$ cat config.mk
export PLATFORM = sky130hd
export DESIGN_NAME = admittance_controller_6axis
export DESIGN_NICKNAME = d
export VERILOG_FILES = /design/src/design/adm6_pkg.sv /design/src/design/admittance_controller_6axis.sv
export SDC_FILE = /design/constraint.sdc
export NUM_CORES = 2
export LEC_CHECK = 0
export ABC_CLOCK_PERIOD_IN_PS = 65000
export BUFFER_PORTS_ARGS = -buffer_cell sky130_fd_sc_hd__buf_4
export CORE_MARGIN = 1
export CORE_UTILIZATION = 45
export CTS_CLUSTER_DIAMETER = 200
export DETAILED_ROUTE_END_ITERATION = 10
export PLACE_DENSITY_LB_ADDON = 0.05
export SYNTH_ARGS = -nofsm -noshare
export SYNTH_HDL_FRONTEND = slang
export SYNTH_SLANG_ARGS = --single-unit
$ cat constraint.sdc
create_clock -name clk -period 65 [get_ports clk]
set_clock_uncertainty 0.05 [all_clocks]
set_input_delay 6.5 -clock clk [delete_from_list [all_inputs] [get_ports clk]]
set_output_delay 6.5 -clock clk [all_outputs]
set_load 0.02 [all_outputs]
$ cat src/design/adm6_pkg.sv
// ----------------------------------------------------------------------------
// adm6_pkg
// Shared types and register indexes for the six-axis admittance controller.
// ----------------------------------------------------------------------------
package adm6_pkg;

    localparam int FIELD_AXES = 6;
    localparam int REG_IDX_W  = 3;

    localparam logic [REG_IDX_W-1:0] REG_ENABLE      = 3'd0;
    localparam logic [REG_IDX_W-1:0] REG_STEP_SIZE   = 3'd1;
    localparam logic [REG_IDX_W-1:0] REG_INERTIA     = 3'd2;
    localparam logic [REG_IDX_W-1:0] REG_DAMPING     = 3'd3;
    localparam logic [REG_IDX_W-1:0] REG_STIFFNESS   = 3'd4;
    localparam logic [REG_IDX_W-1:0] REG_DEAD_ZONE   = 3'd5;
    localparam logic [REG_IDX_W-1:0] REG_SPEED_LIMIT = 3'd6;

    typedef enum logic [3:0] {
        ST_IDLE,
        ST_AXIS,
        ST_DV,
        ST_KO,
        ST_DIV,
        ST_HV,
        ST_HA,
        ST_SQSET,
        ST_SQ,
        ST_LIM,
        ST_SQRT,
        ST_SCSET,
        ST_SCMUL,
        ST_SCDIV,
        ST_EMIT
    } state_t;

endpackage

$ cat src/design/admittance_controller_6axis.sv
// ----------------------------------------------------------------------------
// admittance_controller_6axis
// Six-axis admittance law: dead zone, forward-Euler mass-spring-damper step
// and Euclidean speed clamp, built on bit-serial multiply, divide and root.
// ----------------------------------------------------------------------------
// channel | direction | handshake           | payload
// in      | input     | in_valid/in_ready   | set_x..set_yaw, force_x..torque_yaw
// out     | output    | out_valid/out_ready | cmd_x..cmd_yaw, vel_x..vel_yaw
// cfg     | input     | cfg_we              | cfg_index, cfg_data
//
// One item at a time. Enabled: each axis takes four serial multiplies, one
// serial divide and one set-up state; the speed check adds AXES+1 squares
// (the velocities and the limit) and, when the clamp acts, one root and AXES
// multiply-divides. Disabled, an item goes straight to the output state. The
// multiplies share one shift-add multiplier and the divides one restoring
// divider. A finished beat waits in the output register while the next beat
// is accepted. Reset clears offsets and velocities and restores the register
// defaults.
module admittance_controller_6axis #(
    parameter int AXES       = 6,
    parameter int DATA_WIDTH = 32,
    parameter int FRAC_BITS  = 16
) (
    input  logic                                   clk,
    input  logic                                   rst_n,
    input  logic                                   cfg_we,
    input  logic [adm6_pkg::REG_IDX_W-1:0]         cfg_index,
    input  logic [((FRAC_BITS+1 > DATA_WIDTH-1) ? FRAC_BITS+1 : DATA_WIDTH-1)-1:0] cfg_data,
    input  logic                                   in_valid,
    output logic                                   in_ready,
    input  logic signed [DATA_WIDTH-1:0]           set_x,
    input  logic signed [DATA_WIDTH-1:0]           set_y,
    input  logic signed [DATA_WIDTH-1:0]           set_z,
    input  logic signed [DATA_WIDTH-1:0]           set_roll,
    input  logic signed [DATA_WIDTH-1:0]           set_pitch,
    input  logic signed [DATA_WIDTH-1:0]           set_yaw,
    input  logic signed [DATA_WIDTH-1:0]           force_x,
    input  logic signed [DATA_WIDTH-1:0]           force_y,
    input  logic signed [DATA_WIDTH-1:0]           force_z,
    input  logic signed [DATA_WIDTH-1:0]           torque_roll,
    input  logic signed [DATA_WIDTH-1:0]           torque_pitch,
    input  logic signed [DATA_WIDTH-1:0]           torque_yaw,
    output logic                                   out_valid,
    input  logic                                   out_ready,
    output logic signed [DATA_WIDTH-1:0]           cmd_x,
    output logic signed [DATA_WIDTH-1:0]           cmd_y,
    output logic signed [DATA_WIDTH-1:0]           cmd_z,
    output logic signed [DATA_WIDTH-1:0]           cmd_roll,
    output logic signed [DATA_WIDTH-1:0]           cmd_pitch,
    output logic signed [DATA_WIDTH-1:0]           cmd_yaw,
    output logic signed [DATA_WIDTH-1:0]           vel_x,
    output logic signed [DATA_WIDTH-1:0]           vel_y,
    output logic signed [DATA_WIDTH-1:0]           vel_z,
    output logic signed [DATA_WIDTH-1:0]           vel_roll,
    output logic signed [DATA_WIDTH-1:0]           vel_pitch,
    output logic signed [DATA_WIDTH-1:0]           vel_yaw
);
    import adm6_pkg::*;

    localparam int W    = DATA_WIDTH;
    localparam int F    = FRAC_BITS;
    localparam int MOW  = (F + 1 > W) ? F + 1 : W;
    localparam int PW   = 2 * MOW;
    localparam int NW   = (W + F > 2 * W - 2) ? W + F : 2 * W - 2;
    localparam int MW   = (PW > NW) ? PW : NW;
    localparam int SW   = 2 * W + 2;
    localparam int RW   = W + 1;
    localparam int CW   = $clog2(NW + 2);
    localparam int AXW  = (AXES > 1) ? $clog2(AXES) : 1;

    localparam logic [F:0]   STEP_RST  = (F + 1)'(66);
    localparam logic [W-2:0] ONE_RST   = (W - 1)'(64'd1 << F);
    localparam logic [W-2:0] DZ_RST    = (W - 1)'(((64'd1 << F) + 64'd5) / 64'd10);
    localparam logic [W-2:0] LIM_RST   = {(W - 1){1'b1}};

    // ------------------------------------------------------------------
    // helpers
    // ------------------------------------------------------------------
    function automatic logic [W-1:0] mag_of(input logic [W-1:0] x);
        return x[W-1] ? (~x + 1'b1) : x;
    endfunction

    function automatic logic [W-1:0] sat_mag(input logic neg, input logic [MW-1:0] m);
        logic [MW-1:0] lim;
        logic [W-1:0]  r;
        lim = (MW'(1) << (W - 1)) - MW'(!neg);
        r   = (m > lim) ? lim[W-1:0] : m[W-1:0];
        return neg ? (~r + 1'b1) : r;
    endfunction

    function automatic logic [W-1:0] sat_sum(input logic [W:0] s);
        logic [W-1:0] r;
        if (s[W] != s[W-1])
            r = s[W] ? {1'b1, {(W - 1){1'b0}}} : {1'b0, {(W - 1){1'b1}}};
        else
            r = s[W-1:0];
        return r;
    endfunction

    function automatic logic [W-1:0] sadd(input logic [W-1:0] a, input logic [W-1:0] b);
        return sat_sum({a[W-1], a} + {b[W-1], b});
    endfunction

    function automatic logic [W-1:0] ssub(input logic [W-1:0] a, input logic [W-1:0] b);
        return sat_sum({a[W-1], a} - {b[W-1], b});
    endfunction

    // ------------------------------------------------------------------
    // registers
    // ------------------------------------------------------------------
    state_t state_reg, state_next;

    logic           enable_reg;
    logic [F:0]     step_reg;
    logic [W-2:0]   inertia_reg, damping_reg, stiffness_reg, dz_reg, lim_reg;

    logic [W-1:0]   offs_reg [AXES];
    logic [W-1:0]   vel_reg  [AXES];
    logic [AXW-1:0] ax_reg;
    logic [CW-1:0]  cnt_reg;
    logic           out_valid_reg;

    logic [W-1:0]   set_reg   [FIELD_AXES];
    logic [W-1:0]   force_reg [AXES];
    logic [W-1:0]   acc_reg;

    logic [PW-1:0]  mul_a_reg, prod_reg;
    logic [MOW-1:0] mul_b_reg;
    logic [NW-1:0]  num_reg, quo_reg;
    logic [W:0]     rem_reg, den_reg;
    logic [SW-1:0]  sum_reg, rad_reg;
    logic [RW:0]    sq_rem_reg;
    logic [RW-1:0]  root_reg;

    logic [W-1:0]   cmd_reg  [FIELD_AXES];
    logic [W-1:0]   vout_reg [FIELD_AXES];

    logic [W-1:0]   set_in [FIELD_AXES];
    logic [W-1:0]   force_in [FIELD_AXES];

    assign set_in[0] = set_x;
    assign set_in[1] = set_y;
    assign set_in[2] = set_z;
    assign set_in[3] = set_roll;
    assign set_in[4] = set_pitch;
    assign set_in[5] = set_yaw;
    assign force_in[0] = force_x;
    assign force_in[1] = force_y;
    assign force_in[2] = force_z;
    assign force_in[3] = torque_roll;
    assign force_in[4] = torque_pitch;
    assign force_in[5] = torque_yaw;

    // ------------------------------------------------------------------
    // per-axis operands
    // ------------------------------------------------------------------
    logic           in_fire, done, last_ax, can_emit, over_lim;
    logic [W-1:0]   o_cur, v_cur, f_cur, f_dz, pmul;
    logic [W-1:0]   inertia_eff;
    logic [MW-1:0]  pshift;
    logic [W+1:0]   r2;
    logic           r2_ge;
    logic [RW+2:0]  sq_r2, sq_trial;
    logic           sq_ge;

    always_comb
    begin
        in_fire     = in_valid && in_ready;
        done        = (cnt_reg == CW'(0));
        last_ax     = (ax_reg == AXW'(AXES - 1));
        can_emit    = !out_valid_reg || out_ready;
        over_lim    = (sum_reg > SW'(prod_reg));
        o_cur       = offs_reg[ax_reg];
        v_cur       = vel_reg[ax_reg];
        f_cur       = force_reg[ax_reg];
        // drop forces inside the dead zone
        f_dz        = (mag_of(f_cur) < W'(dz_reg)) ? '0 : f_cur;
        inertia_eff = (inertia_reg == '0) ? W'(1) : W'(inertia_reg);
        pshift      = MW'(prod_reg >> F);
        pmul        = '0;
        unique case (state_reg)
            ST_DV, ST_HV: pmul = sat_mag(v_cur[W-1], pshift);
            ST_KO:        pmul = sat_mag(o_cur[W-1], pshift);
            ST_HA:        pmul = sat_mag(acc_reg[W-1], pshift);
            default:      pmul = '0;
        endcase
        r2       = {rem_reg, num_reg[NW-1]};
        r2_ge    = (r2 >= {1'b0, den_reg});
        sq_r2    = {sq_rem_reg, rad_reg[SW-1:SW-2]};
        sq_trial = {1'b0, root_reg, 2'b01};
        sq_ge    = (sq_r2 >= sq_trial);
    end

    // ------------------------------------------------------------------
    // sequencer
    // ------------------------------------------------------------------
    always_comb
    begin
        state_next = state_reg;
        unique case (state_reg)
            ST_IDLE:  if (in_fire) state_next = enable_reg ? ST_AXIS : ST_EMIT;
            ST_AXIS:  state_next = ST_DV;
            ST_DV:    if (done) state_next = ST_KO;
            ST_KO:    if (done) state_next = ST_DIV;
            ST_DIV:   if (done) state_next = ST_HV;
            ST_HV:    if (done) state_next = ST_HA;
            ST_HA:    if (done) state_next = last_ax ? ST_SQSET : ST_AXIS;
            ST_SQSET: state_next = ST_SQ;
            ST_SQ:    if (done) state_next = last_ax ? ST_LIM : ST_SQSET;
            ST_LIM:   if (done) state_next = over_lim ? ST_SQRT : ST_EMIT;
            ST_SQRT:  if (done) state_next = ST_SCSET;
            ST_SCSET: state_next = ST_SCMUL;
            ST_SCMUL: if (done) state_next = ST_SCDIV;
            ST_SCDIV: if (done) state_next = last_ax ? ST_EMIT : ST_SCSET;
            ST_EMIT:  if (can_emit) state_next = ST_IDLE;
            default:  state_next = ST_IDLE;
        endcase
    end

    always_comb
    begin
        in_ready  = (state_reg == ST_IDLE);
        out_valid = out_valid_reg;
    end

    // ------------------------------------------------------------------
    // control and state stores
    // ------------------------------------------------------------------
    always_ff @(posedge clk or negedge rst_n)
    begin
        if (!rst_n)
        begin
            state_reg     <= ST_IDLE;
            enable_reg    <= 1'b0;
            step_reg      <= STEP_RST;
            inertia_reg   <= ONE_RST;
            damping_reg   <= ONE_RST;
            stiffness_reg <= ONE_RST;
            dz_reg        <= DZ_RST;
            lim_reg       <= LIM_RST;
            ax_reg        <= '0;
            cnt_reg       <= '0;
            out_valid_reg <= 1'b0;
            for (int i = 0; i < AXES; i++)
            begin
                offs_reg[i] <= '0;
                vel_reg[i]  <= '0;
            end
        end
        else
        begin
            state_reg <= state_next;

            if (cfg_we)
            begin
                unique case (cfg_index)
                    REG_ENABLE:      enable_reg    <= cfg_data[0];
                    REG_STEP_SIZE:   step_reg      <= cfg_data[F:0];
                    REG_INERTIA:     inertia_reg   <= cfg_data[W-2:0];
                    REG_DAMPING:     damping_reg   <= cfg_data[W-2:0];
                    REG_STIFFNESS:   stiffness_reg <= cfg_data[W-2:0];
                    REG_DEAD_ZONE:   dz_reg        <= cfg_data[W-2:0];
                    REG_SPEED_LIMIT: lim_reg       <= cfg_data[W-2:0];
                    default:         ;
                endcase
            end

            if (out_valid_reg && out_ready && state_reg != ST_EMIT)
                out_valid_reg <= 1'b0;

            if (!done)
                cnt_reg <= cnt_reg - 1'b1;

            unique case (state_reg)
                ST_IDLE:
                begin
                    ax_reg <= '0;
                    if (in_fire && !enable_reg)
                    begin
                        for (int i = 0; i < AXES; i++)
                        begin
                            offs_reg[i] <= '0;
                            vel_reg[i]  <= '0;
                        end
                    end
                end
                ST_AXIS, ST_SQSET, ST_SCSET:
                    cnt_reg <= CW'(MOW);
                ST_DV, ST_DIV:
                    if (done) cnt_reg <= (state_reg == ST_DV) ? CW'(MOW) : CW'(MOW);
                ST_KO:
                    if (done) cnt_reg <= CW'(NW);
                ST_HV:
                    if (done)
                    begin
                        offs_reg[ax_reg] <= sadd(o_cur, pmul);
                        cnt_reg          <= CW'(MOW);
                    end
                ST_HA:
                    if (done)
                    begin
                        vel_reg[ax_reg] <= sadd(v_cur, pmul);
                        ax_reg          <= last_ax ? '0 : ax_reg + 1'b1;
                    end
                ST_SQ:
                    if (done)
                    begin
                        if (last_ax)
                            cnt_reg <= CW'(MOW);
                        ax_reg <= last_ax ? '0 : ax_reg + 1'b1;
                    end
                ST_LIM:
                    if (done && over_lim) cnt_reg <= CW'(RW);
                ST_SQRT:
                    if (done) ax_reg <= '0;
                ST_SCMUL:
                    if (done) cnt_reg <= CW'(NW);
                ST_SCDIV:
                    if (done)
                    begin
                        vel_reg[ax_reg] <= sat_mag(v_cur[W-1], MW'(quo_reg));
                        ax_reg          <= last_ax ? '0 : ax_reg + 1'b1;
                    end
                ST_EMIT:
                    if (can_emit) out_valid_reg <= 1'b1;
                default: ;
            endcase
        end
    end

    // ------------------------------------------------------------------
    // serial datapath: shift-add multiply, restoring divide and root
    // ------------------------------------------------------------------
    always_ff @(posedge clk)
    begin
        if (in_fire)
        begin
            for (int i = 0; i < FIELD_AXES; i++)
                set_reg[i] <= set_in[i];
            for (int i = 0; i < AXES; i++)
                force_reg[i] <= force_in[i];
        end

        if (!done)
        begin
            case (state_reg) inside
                ST_DV, ST_KO, ST_HV, ST_HA, ST_SQ, ST_LIM, ST_SCMUL:
                begin
                    if (mul_b_reg[0])
                        prod_reg <= prod_reg + mul_a_reg;
                    mul_a_reg <= mul_a_reg << 1;
                    mul_b_reg <= mul_b_reg >> 1;
                end
                ST_DIV, ST_SCDIV:
                begin
                    rem_reg <= r2_ge ? (W+1)'(r2 - {1'b0, den_reg}) : r2[W:0];
                    num_reg <= num_reg << 1;
                    quo_reg <= {quo_reg[NW-2:0], r2_ge};
                end
                ST_SQRT:
                begin
                    sq_rem_reg <= sq_ge ? (RW+1)'(sq_r2 - sq_trial) : sq_r2[RW:0];
                    rad_reg    <= rad_reg << 2;
                    root_reg   <= {root_reg[RW-2:0], sq_ge};
                end
                default: ;
            endcase
        end
        else
        begin
            case (state_reg)
                ST_AXIS:
                begin
                    mul_a_reg <= PW'(damping_reg);
                    mul_b_reg <= MOW'(mag_of(v_cur));
                    prod_reg  <= '0;
                end
                ST_DV:
                begin
                    acc_reg   <= ssub(f_dz, pmul);
                    mul_a_reg <= PW'(stiffness_reg);
                    mul_b_reg <= MOW'(mag_of(o_cur));
                    prod_reg  <= '0;
                end
                ST_KO:
                begin
                    acc_reg <= ssub(acc_reg, pmul);
                    num_reg <= NW'(mag_of(ssub(acc_reg, pmul))) << F;
                    den_reg <= (W+1)'(inertia_eff);
                    rem_reg <= '0;
                    quo_reg <= '0;
                end
                ST_DIV:
                begin
                    acc_reg   <= sat_mag(acc_reg[W-1], MW'(quo_reg));
                    mul_a_reg <= PW'(step_reg);
                    mul_b_reg <= MOW'(mag_of(v_cur));
                    prod_reg  <= '0;
                end
                ST_HV:
                begin
                    mul_a_reg <= PW'(step_reg);
                    mul_b_reg <= MOW'(mag_of(acc_reg));
                    prod_reg  <= '0;
                end
                ST_HA:
                    if (last_ax) sum_reg <= '0;
                ST_SQSET, ST_SCSET:
                begin
                    mul_a_reg <= (state_reg == ST_SQSET) ? PW'(mag_of(v_cur)) : PW'(lim_reg);
                    mul_b_reg <= MOW'(mag_of(v_cur));
                    prod_reg  <= '0;
                end
                ST_SQ:
                begin
                    sum_reg   <= sum_reg + SW'(prod_reg);
                    mul_a_reg <= PW'(lim_reg);
                    mul_b_reg <= MOW'(lim_reg);
                    prod_reg  <= '0;
                end
                ST_LIM:
                begin
                    rad_reg    <= sum_reg;
                    sq_rem_reg <= '0;
                    root_reg   <= '0;
                end
                ST_SCMUL:
                begin
                    num_reg <= NW'(prod_reg);
                    den_reg <= root_reg;
                    rem_reg <= '0;
                    quo_reg <= '0;
                end
                ST_EMIT:
                    if (can_emit)
                    begin
                        for (int i = 0; i < FIELD_AXES; i++)
                        begin
                            if (i < AXES)
                            begin
                                cmd_reg[i]  <= sadd(set_reg[i], offs_reg[i]);
                                vout_reg[i] <= vel_reg[i];
                            end
                            else
                            begin
                                cmd_reg[i]  <= set_reg[i];
                                vout_reg[i] <= '0;
                            end
                        end
                    end
                default: ;
            endcase
        end
    end

    assign cmd_x     = cmd_reg[0];
    assign cmd_y     = cmd_reg[1];
    assign cmd_z     = cmd_reg[2];
    assign cmd_roll  = cmd_reg[3];
    assign cmd_pitch = cmd_reg[4];
    assign cmd_yaw   = cmd_reg[5];
    assign vel_x     = vout_reg[0];
    assign vel_y     = vout_reg[1];
    assign vel_z     = vout_reg[2];
    assign vel_roll  = vout_reg[3];
    assign vel_pitch = vout_reg[4];
    assign vel_yaw   = vout_reg[5];

endmodule

==> metrics.md <==
| Metric | Value |
|---|---|
| Status | complete, but fails checks |
| Violated checks | max-capacitance violations |
| Top cell type's share of synthesized area | about 34% |
| Peak VDD IR | 0.0457 mV |
| Synth Flop Type | edfxtp_1 |
| Netlist cell types | 96 |
| Async set-reset flop share out of synthesis | about 30% |
| FF-to-FF Start | ax_reg[0]$_DFFE_PN0P_ |
| Post-cts resize count | 0 |
| Max Clk Rate | between 70 and 80 MHz |
| Top-count cell post-synth | edfxtp_1 |
| Iter 0 DRT Violations | around 12000 |
| Die Y-Extent | approximately 500 um |
| Slew Limit Fails | 0 |
| CP endpoint kind | register |
| CP Max Fanout | 31 |
| Arr. time, crit path | approximately 14 ns |
| Clock-pin slew on the worst setup and hold paths | around 0.06 ns |
| Largest net degree at the start of global routing | between 200 and 250 |
| Drt via density | between 6 and 7 |
| Max Buffers Root-to-Sink | 4 |
| IO Pins | between 800 and 900 |
| Pre-CTS WS | roughly 52 ns |
| Final net count | 13676 |
| DRC viols | 0 |
| Synthesized Nets | about 13000 |
| Remaining Overflow, GRT | 0 |
| Yosys warns | 0 |
| Slowest cell on crit path | a2111oi_1 |
| DR vias | between 100k and 150k |
| Total die area | 264000 um2 |
| Syn avg cell area | ~10 um2 |
| Slew @ Worst Pin | 1.49 ns |
| Power, Total | between 8 and 9 mW |
| Vias in the first global route | 97462 |
| Mapped Area | 118000 um2 |
| Routed Antenna Nets | 0 |
| Pre-antenna DRT Iters | 9 |
| Setup tns final | 0 ns |
| WL/cell | between 30 and 40 um |
| CTS Buf Count | 216 |
| Synth area leaders | edfxtp_1, dfrtp_1, ha_1 |
| Final WS setup | approximately 52 ns |
| Utilization after layout | a little over half |
| Clk_lat worst skew | 0.96 ns |
| Clock Sinks | between 1500 and 2000 |
| Required @ worst endpoint | between 60 and 70 ns |
| Share of cells above drive strength 1 | approximately 15% |
| First-pass GRT wire length | just over 700000 um |
| Startpoint class of the critical path | register |
| Worst reg2reg path endpoint | num_reg[46]$_DFFE_PP_ |
| Unrepaired setup endpoints after global routing | no |
| Top cell by count, worst path | nor2_1 |
| Core Region | between 200000 and 300000 um2 |
| Worst hold margin | about 0.41 ns |
| Post-CTS Hold Buffers | 0 |
| Worst relative slew slack | 0.378% |
| Clock Tree Root | clkbuf_16 |
| Reg2Reg Setup Slack | slightly above 50 ns |
| Total track usage | between 30% and 40% |
| Register area share after synthesis | between 40% and 50% |
| Synth Instances | roughly 12000 |
| Post-DP HPWL | 390000 um |
| Pleak | about 55 nW |
| Postcts setup bufs | 0 |
| Number of synthesized flops with an enable pin | 1349 |
| Max-Cap Viols | 1 |
| Power Density | approximately 60 nW/um2 |
| Initial antenna violation count | 62 |
| Number of synthesized register bits | 1920 |
| Port bufs | between 800 and 900 |
| H-tree depth | 4 |
| Hold Path Depth | 0 |
| GP Congestion | ~1.0 |
| FP Rows | ~190 |
| Tcrit/Tclk final | between 20 and 25% |
| Yosys top cell by area | edfxtp_1 |
| Die width | slightly above 500 um |
| Setup-failing EPs final | 0 |
| Hold Path Class | register to register |
| Initial Utilization | between 40% and 50% |
| Max stage delay on crit path | 0.94 ns |
| Hold Path End | vout_reg[0][31]$_DFFE_PP_ |
| WL final | approximately 510000 um |
| Layout area overhead | 15.2% |
| FF-to-FF path depth | 36 |
| Final Hold Vio Count | 0 |
| WS Path Type | register to register |
| Commonest cells post-synth | edfxtp_1, nand2_1, a21oi_1, nor2_1, o21ai_0 |
| Hold path start | vel_reg[191]$_DFFE_PN0P_ |
| Final worst path period need | approximately 13 ns |
| TritonCTS clock tree | yes |
[how the worst max path moves through the flow]
stage,endpoint,slack (ns),depth (start not counted),start
after floorplan,cmd_reg[0][0]$_DFFE_PP_,31.00,2,out_ready
after global placement,num_reg[46]$_DFFE_PP_,52.58,36,ax_reg[0]$_DFFE_PN0P_
after detailed placement,num_reg[46]$_DFFE_PP_,52.19,36,ax_reg[0]$_DFFE_PN0P_
after CTS,num_reg[46]$_DFFE_PP_,52.12,36,ax_reg[0]$_DFFE_PN0P_
after global routing,num_reg[46]$_DFFE_PP_,51.14,36,ax_reg[0]$_DFFE_PN0P_
final,num_reg[46]$_DFFE_PP_,51.87,36,ax_reg[0]$_DFFE_PN0P_
[kinds of logic after synthesis]
kind of cell | after synthesis | share of synthesized area [%]
AO/OA/AOI/OAI | 3691 | 20.0
multiplexers | 408 | 4.07
flip-flops | 1920 | 46.5
AND/OR/NAND/NOR | 3298 | 12.9
buffers and inverters | 1071 | 3.45
XOR/XNOR | 567 | 4.21
adder cells (fa/ha/maj) | 840 | 8.89
[where the power goes]
group / switching [mW] / internal (mW) / leakage [nW]
clock: 0.551 / 0.749 / 3.59
sequential: 0.297 / 1.74 / 19.3
combinational: 3.21 / 1.58 / 31.8
[cell type report]
class | instances | area, um2
Fill cell | 23535 | 124000
Multi-Input combinational cell | 8804 | 59500
Sequential cell | 1920 | 54900
Timing Repair Buffer | 1047 | 7950
Clock buffer | 270 | 5790
Tap cell | 3496 | 4370
Inverter | 470 | 1780
Clock inverter | 136 | 1610
Antenna cell | 20 | 50.0
[layout by cell type, fill, tap and decap left out, types with 189 or more instances in the layout]
cell type  count
nand2_1     1015
a21o_1       332
nor2_1       971
a21oi_1      999
xnor2_1      368
dfrtp_1      525
o21ai_0      914
clkbuf_16    221
xor2_1       199
nor3_1       221
edfxtp_1    1349
inv_1        460
buf_4       1039
a221oi_1     189
nand3_1      250
ha_1         781
mux2_2       226
[through the flow]
step	cell area, um2	instances
global route	136000	16146
detailed placement	128000	15736
global placement	128000	15736
finish	136000	16163
floorplan	118000	11795
CTS	136000	16142
[worst max-delay path, delay by kind of cell, from the launching register on]
family | cells | cell delay [ns]
simple gates | 13 | 4.02
flops | 1 | 0.56
fa+ha+maj | 4 | 2.01
compound gates | 13 | 3.72
buf+inv | 4 | 1.47
mux | 2 | 0.92
[layer usage]
| metal | vias to the layer above | global-route usage [%] | part of all wire, % |
|---|---|---|---|
| li1 | 45500 | - | - |
| met1 | 50944 | 48.4 | 40 |
| met2 | 5478 | 57.8 | 45 |
| met3 | 1080 | 7.88 | 9.1 |
| met4 | 40 | 19.9 | 6.3 |
| met5 | - | 0 | 0.053 |
Power figures use the tool's default switching activity.
